--- src/hdl/weighted_prefix_sum_selector_assert.svh ---
// Assertion macros for the weighted prefix sum selector.
// No dependencies; included by the top level.
`ifndef WEIGHTED_PREFIX_SUM_SELECTOR_ASSERT_SVH
`define WEIGHTED_PREFIX_SUM_SELECTOR_ASSERT_SVH

// antecedent implies consequent in the same cycle
`define WPSS_ASSERT_SAME(lbl, clk, rst_n, ante, cons, msg) \
  lbl: assert property (@(posedge clk) disable iff (!rst_n) (ante) |-> (cons)) \
    else $error(msg);

// antecedent implies consequent in the cycle after
`define WPSS_ASSERT_NEXT(lbl, clk, rst_n, ante, cons, msg) \
  lbl: assert property (@(posedge clk) disable iff (!rst_n) (ante) |=> (cons)) \
    else $error(msg);

`endif

--- src/hdl/wpss_pkg.sv ---
// Package for the weighted prefix sum selector: opcodes, token type, saturation.
// No dependencies.
`timescale 1ns / 1ps

package wpss_pkg;

  localparam int MAX_ENTRIES_DEF = 64;
  localparam int IXW = 11;

  localparam logic [3:0] OPC_PUSH     = 4'd0;
  localparam logic [3:0] OPC_ADD      = 4'd1;
  localparam logic [3:0] OPC_REVERT   = 4'd2;
  localparam logic [3:0] OPC_CLR_ADJ  = 4'd3;
  localparam logic [3:0] OPC_FIND     = 4'd4;
  localparam logic [3:0] OPC_WEIGHT   = 4'd5;
  localparam logic [3:0] OPC_PREFIX   = 4'd6;
  localparam logic [3:0] OPC_TOTAL    = 4'd7;
  localparam logic [3:0] OPC_CLR_ALL  = 4'd8;

  localparam logic [1:0] ST_OK    = 2'd0;
  localparam logic [1:0] ST_FULL  = 2'd1;
  localparam logic [1:0] ST_RANGE = 2'd2;

  typedef enum logic [2:0] {
    TOP_NOP, TOP_PUSH, TOP_ADD, TOP_REV, TOP_CLR, TOP_FIND, TOP_WGT, TOP_PRE
  } tok_op_t;

  typedef struct packed {
    logic               vld;
    tok_op_t            op;
    logic [IXW-1:0]     idx;
    logic signed [41:0] d;
    logic [39:0]        query;
    logic [31:0]        w;
    logic               found;
    logic [IXW-1:0]     fidx;
    logic signed [40:0] value;
    logic [39:0]        pbase;
    logic signed [40:0] padj;
  } token_t;

  function automatic logic signed [43:0] zx40(input logic [39:0] v);
    return signed'({4'b0, v});
  endfunction

  function automatic logic signed [43:0] sx41(input logic signed [40:0] v);
    return 44'(v);
  endfunction

  function automatic logic signed [40:0] sat41(input logic signed [43:0] v);
    logic signed [43:0] hi;
    logic signed [43:0] lo;
    hi = 44'sh0_FF_FFFF_FFFF;
    lo = -44'sh100_0000_0000;
    if (v > hi) return 41'(hi);
    if (v < lo) return 41'(lo);
    return 41'(v);
  endfunction

  function automatic logic [39:0] sat40u(input logic [40:0] v);
    return v[40] ? {40{1'b1}} : v[39:0];
  endfunction

endpackage

--- src/hdl/wpss_cell.sv ---
// One table entry: base and adjustment cumulative sums, plus token stage.
// Depends on wpss_pkg.
`timescale 1ns / 1ps

module wpss_cell #(
  parameter int CELL_IDX = 0
) (
  input  logic            clk,
  input  logic            rst_n,
  input  logic            adv,
  input  wpss_pkg::token_t tok_i,
  output wpss_pkg::token_t tok_o
);

  localparam logic [wpss_pkg::IXW-1:0] JJ  = wpss_pkg::IXW'(CELL_IDX);
  localparam logic [wpss_pkg::IXW-1:0] JJ1 = wpss_pkg::IXW'(CELL_IDX + 1);

  logic [39:0]        base_r, base_nxt;
  logic signed [40:0] adj_r, adj_nxt;
  wpss_pkg::token_t   tok_r, tok_nxt;
  logic signed [40:0] eff, dd;
  logic signed [41:0] negd;

  always_comb begin
    eff  = wpss_pkg::sat41(wpss_pkg::zx40(base_r) + wpss_pkg::sx41(adj_r));
    dd   = wpss_pkg::sat41(wpss_pkg::sx41(adj_r) - wpss_pkg::sx41(tok_i.padj));
    negd = -42'(dd);
    base_nxt = base_r;
    adj_nxt  = adj_r;
    tok_nxt  = tok_i;
    tok_nxt.pbase = base_r;
    tok_nxt.padj  = adj_r;
    unique case (tok_i.op)
      wpss_pkg::TOP_PUSH: begin
        if (JJ == tok_i.idx)
          base_nxt = wpss_pkg::sat40u({1'b0, tok_i.pbase} + {9'b0, tok_i.w});
      end
      wpss_pkg::TOP_ADD: begin
        if (JJ >= tok_i.idx) adj_nxt = wpss_pkg::sat41(wpss_pkg::sx41(adj_r) + 44'(tok_i.d));
      end
      wpss_pkg::TOP_REV: begin
        if (JJ == tok_i.idx) begin
          adj_nxt = wpss_pkg::sat41(wpss_pkg::sx41(adj_r) + 44'(negd));
          tok_nxt.d     = negd;
          tok_nxt.value = dd;
        end else if (JJ > tok_i.idx) begin
          adj_nxt = wpss_pkg::sat41(wpss_pkg::sx41(adj_r) + 44'(tok_i.d));
        end
      end
      wpss_pkg::TOP_CLR: adj_nxt = '0;
      wpss_pkg::TOP_FIND: begin
        if (JJ < tok_i.idx && !tok_i.found &&
            wpss_pkg::sx41(eff) > wpss_pkg::zx40(tok_i.query)) begin
          tok_nxt.found = 1'b1;
          tok_nxt.fidx  = JJ;
        end
      end
      wpss_pkg::TOP_WGT: begin
        if (JJ == tok_i.idx)
          tok_nxt.value = wpss_pkg::sat41((wpss_pkg::zx40(base_r) - wpss_pkg::zx40(tok_i.pbase))
                        + (wpss_pkg::sx41(adj_r) - wpss_pkg::sx41(tok_i.padj)));
      end
      wpss_pkg::TOP_PRE: begin
        if (JJ1 == tok_i.idx) tok_nxt.value = eff;
      end
      default: ;
    endcase
  end

  always_ff @(posedge clk) begin
    if (!rst_n) begin
      adj_r     <= '0;
      tok_r.vld <= 1'b0;
    end else if (adv) begin
      tok_r <= tok_nxt;
      if (tok_i.vld) begin
        base_r <= base_nxt;
        adj_r  <= adj_nxt;
      end
    end
  end

  assign tok_o = tok_r;

endmodule

--- config.mk ---
export PLATFORM = sky130hd
export DESIGN_NAME = wpss_cell
export DESIGN_NICKNAME = d
export VERILOG_FILES = /design/src/hdl/weighted_prefix_sum_selector_assert.svh /design/src/hdl/wpss_pkg.sv /design/src/hdl/wpss_cell.sv
export SDC_FILE = /design/constraint.sdc
export NUM_CORES = 1
export LEC_CHECK = 0
export BUFFER_PORTS_ARGS = -buffer_cell sky130_fd_sc_hd__buf_2
export CAP_MARGIN = 0
export CORE_MARGIN = 3
export CORE_UTILIZATION = 40
export CTS_CLUSTER_DIAMETER = 150
export DETAILED_ROUTE_END_ITERATION = 10
export GPL_TIMING_DRIVEN = 1
export HOLD_SLACK_MARGIN = 0.1
export PLACE_DENSITY = 0.61
export SYNTH_ARGS = -nofsm -noshare
export SYNTH_HDL_FRONTEND = slang
export SYNTH_SLANG_ARGS = --single-unit
--- constraint.sdc ---
create_clock -name clk -period 9.8 [get_ports clk]
set_clock_uncertainty 0.1 [all_clocks]
set_input_delay 0.49 -clock clk [delete_from_list [all_inputs] [get_ports clk]]
set_output_delay 0.49 -clock clk [all_outputs]
set_load 0.02 [all_outputs]
==> results.rst <==
.. list-table::
   :header-rows: 1

   * - Metric
     - Value
   * - Result of the run
     - completed
   * - Hold path depth
     - 3
   * - Initial DRT Pass Iterations
     - 5
   * - Area taken by flip-flops and latches
     - 9910 sq um
   * - Wire length of the first global-routing pass
     - 203.9 mm
   * - Average footprint of a synthesized cell
     - between 8 and 9 sq um
   * - Portion of the post-synthesis area used by sequential elements
     - 30.10%
   * - Post-layout power
     - approximately 0.0048 W
   * - Remaining antenna violation count
     - 0
   * - Part of the total power dissipated in combinational logic
     - between 30% and 40%
   * - Leakage power
     - roughly 18 nW
   * - Seq cells post-synth
     - 344
   * - Crit path time final
     - between 9000 and 10000 ps
   * - Commonest non-fill, non-tap cells in the layout
     - 528 x buf_2, 451 x a21oi_1, 360 x nand2_1, 329 x ha_1, 302 x edfxtp_1
   * - Total via count after detailed routing
     - between 30000 and 40000
   * - Critical Path Max Stage Delay
     - just under 800 ps
   * - Wl on met1
     - around 61 mm
   * - Share of layout cells above drive strength 1
     - 16.84%
   * - Clock Pin Slew Worst Setup and Hold Paths
     - 60 ps
   * - Endpoints failing hold
     - 0
   * - Data arrival at the endpoint of the critical path
     - ~9600 ps
   * - Number of port buffers
     - approximately 530
   * - Post-synthesis instance area
     - between 30000 and 40000 sq um
   * - Share of synthesized flip-flops with an asynchronous set or reset
     - 0%
   * - CP Class
     - reg -> reg
   * - Net switching power
     - ~0.0017 W
   * - RSZ-0062 raised after global routing
     - no
   * - Total of max-cap violations
     - 0
   * - Worst Reg-to-Reg Cells
     - 30
   * - Rel. slew slack
     - about 16%
   * - Clock root buffer
     - clkbuf_16
   * - Pint
     - between 0.003 and 0.004 W
   * - Last weighted congestion value of the routability-driven placer
     - slightly above 1
   * - Number of levels in the clock H-tree
     - 2
   * - Worst min-delay path category
     - in -> reg
   * - Layout overhead on the synthesized area
     - 19.33%
   * - Commonest non-fill, non-tap cell in the layout
     - buf_2
   * - Initial antenna violation count
     - 20
   * - Largest area contributor in the netlist
     - edfxtp_1
   * - Setup violators final
     - 0
   * - Critical path startpoint category
     - flop
   * - HPWL after DPL
     - ~120 mm
   * - Worst Tran Pin Value
     - 1256 ps
   * - Design area
     - just under 40000 sq um
   * - Final net count
     - between 5000 and 6000
   * - Largest net degree at the start of global routing
     - between 50 and 60
   * - Number of top-level pins
     - between 500 and 600
   * - Final Worst Setup Slack
     - between 600 and 700 ps
   * - Remaining Overflow, GRT
     - 0
   * - Die Area
     - approximately 86000 sq um
   * - Die X-Extent
     - slightly below 300 um
   * - Clock tree from TritonCTS
     - built
   * - Number of warnings reported in the yosys synthesis log
     - 0
   * - Ratio of routed vias to standard cells
     - between 6 and 7
   * - CTS max path bufs
     - 3
   * - Critical path capture point type
     - flop
   * - Cell at the slowest stage of the critical path
     - nor3_1
   * - Number of sinks handled by clock tree synthesis
     - approximately 340
   * - Synth Net Count
     - between 4000 and 5000
   * - Total Routing Usage GR
     - between 30% and 40%
   * - Top_reg_cell synth
     - edfxtp_1
   * - Total power density per cell area
     - roughly 120 nW/um^2
   * - Number of synthesized flops with an enable pin
     - 302
   * - Sw Ratio
     - between 30% and 40%
   * - Highest fanout seen on the critical path
     - 35
   * - Clock insertion delay at the later pin of the skew report
     - 580 ps
   * - Top cell type's share of synthesized area
     - about 28%
   * - Total length of routed met3 wires
     - roughly 12 mm
   * - Die Ht
     - about 290 um
   * - FILL cells
     - 8009
   * - Cells after synthesis
     - around 3900
   * - Average wire per standard cell
     - around 25 um
   * - Area of the core
     - roughly 81000 sq um
   * - Largest vdd supply drop
     - between 90 and 100 uV
   * - Library cells used by synthesis
     - 105
   * - Share of power burned in registers
     - between 30% and 40%
   * - Summed negative setup slack over all endpoints
     - 0 ps
   * - Ranking of synthesized cells by area
     - edfxtp_1 28%, ha_1 13%, a21oi_1 6.9%
   * - Highest metal used
     - met5
   * - Min Hold Slack
     - ~120 ps
   * - Number of pins exceeding their max-slew limit in the final report
     - 0
   * - Met2 routed wirelength
     - approximately 62 mm
   * - Initial DRC Count
     - between 3000 and 4000
   * - Placed Area
     - around 37000 sq um
   * - Pre-CTS setup slack
     - roughly 850 ps
   * - Number of core rows
     - around 100
   * - Final Cycle Share
     - a little over nine tenths
   * - Required time of the worst setup path
     - between 10000 and 15000 ps
   * - Starting utilization of the core area
     - between 40% and 50%
   * - Clock power frac
     - between 30% and 40%
   * - Vias in the first global route
     - approximately 31000
   * - Overall routed net length
     - 141.5 mm
   * - Number of gates given a new drive strength after cts
     - 0
   * - Total clock buffers created by CTS
     - just over 40
   * - Achievable frequency
     - ~110 MHz
   * - Total area of multi-input combinational cells
     - ~22000 sq um
   * - Residual DRC
     - 0
## state kept, by name (all words and copies together), names as in the netlist
signal  flops
base_r     40
tok_o     263
adj_r      41
## layout make-up
| type | instances | share of cell area, % |
|---|---|---|
| diodes | 14 | 0.08917 |
| clock buffers | 45 | 2.650 |
| clock inverters | 30 | 0.8535 |
| inverters | 229 | 2.188 |
| multi-input cells | 3172 | 54.87 |
| flip-flops and latches | 344 | 25.22 |
| well taps | 1060 | 3.376 |
| repair buffers | 705 | 10.75 |
## path summary, 6_finish.rpt
path                            startpoint    endpoint  slack [ps]
worst max register to register    adj_r[2]    adj_r[2]         600
worst min-delay path            tok_i[215]  tok_o[215]         120
worst max-delay path              adj_r[2]    adj_r[2]         600
worst min register to register  tok_o[262]  tok_o[262]         400
## through the flow
step,cells,util (%)
floorplan,3912,-
global placement,5414,45.54
detailed placement,5414,45.54
CTS,5585,48.42
global route,5589,48.43
finish,5599,48.46
## logic make-up after synthesis
| group | after synthesis | share of synthesized area (%) |
|---|---|---|
| flip-flops | 344 | 30.10 |
| multiplexers | 30 | 0.9995 |
| adder cells (fa/ha/maj) | 359 | 13.63 |
| AND/OR/NAND/NOR | 1096 | 15.91 |
| AO/OA/AOI/OAI | 1443 | 28.32 |
| XOR/XNOR | 244 | 6.491 |
| buffers and inverters | 396 | 4.560 |
## timing repair
action	CTS	global route
buffers inserted	0	0
endpoints found under the hold margin	96	0
endpoints found under the setup margin	0	0
hold buffers	96	0
## worst max-delay path: cells and delay by family, from the launching register on
kind	cells	cell delay (ps)
AO/OA/AOI/OAI	17	4420
adder cells (fa/ha/maj)	3	1120
buffers and inverters	2	350
flip-flops	1	530
AND/OR/NAND/NOR	8	2570
## cell usage after synthesis (all sizes together), types with 34 or more instances
cell type	instances
ha	329
nand2	361
a21oi	455
dfxtp	42
o21a	42
xnor2	155
nand3	71
a211o	45
nor2	288
inv	229
a31oi	51
edfxtp	302
a211oi	53
xor2	89
and3	34
nand2b	45
o21ai	274
clkbuf	151
o211ai	47
a21o	185
nand4	55
o21bai	46
nor3	69
## power groups by stage
stage               sequential, W  combinational, W  clock (W)
finish                    0.00169           0.00153    0.00159
global route              0.00169           0.00164    0.00167
CTS                       0.00169           0.00149    0.00163
detailed placement        0.00172           0.00145          0
global placement          0.00172           0.00145          0
floorplan                 0.00181          0.000873          0
## routing by layer
metal | up-vias | global-route usage [%]
met4 | 8 | 13.66
met1 | 15950 | 43.23
met2 | 1648 | 48.97
met5 | - | 0
li1 | 15860 | -
met3 | 249 | 5.238
Note: power is estimated with default switching activity, not from simulation.
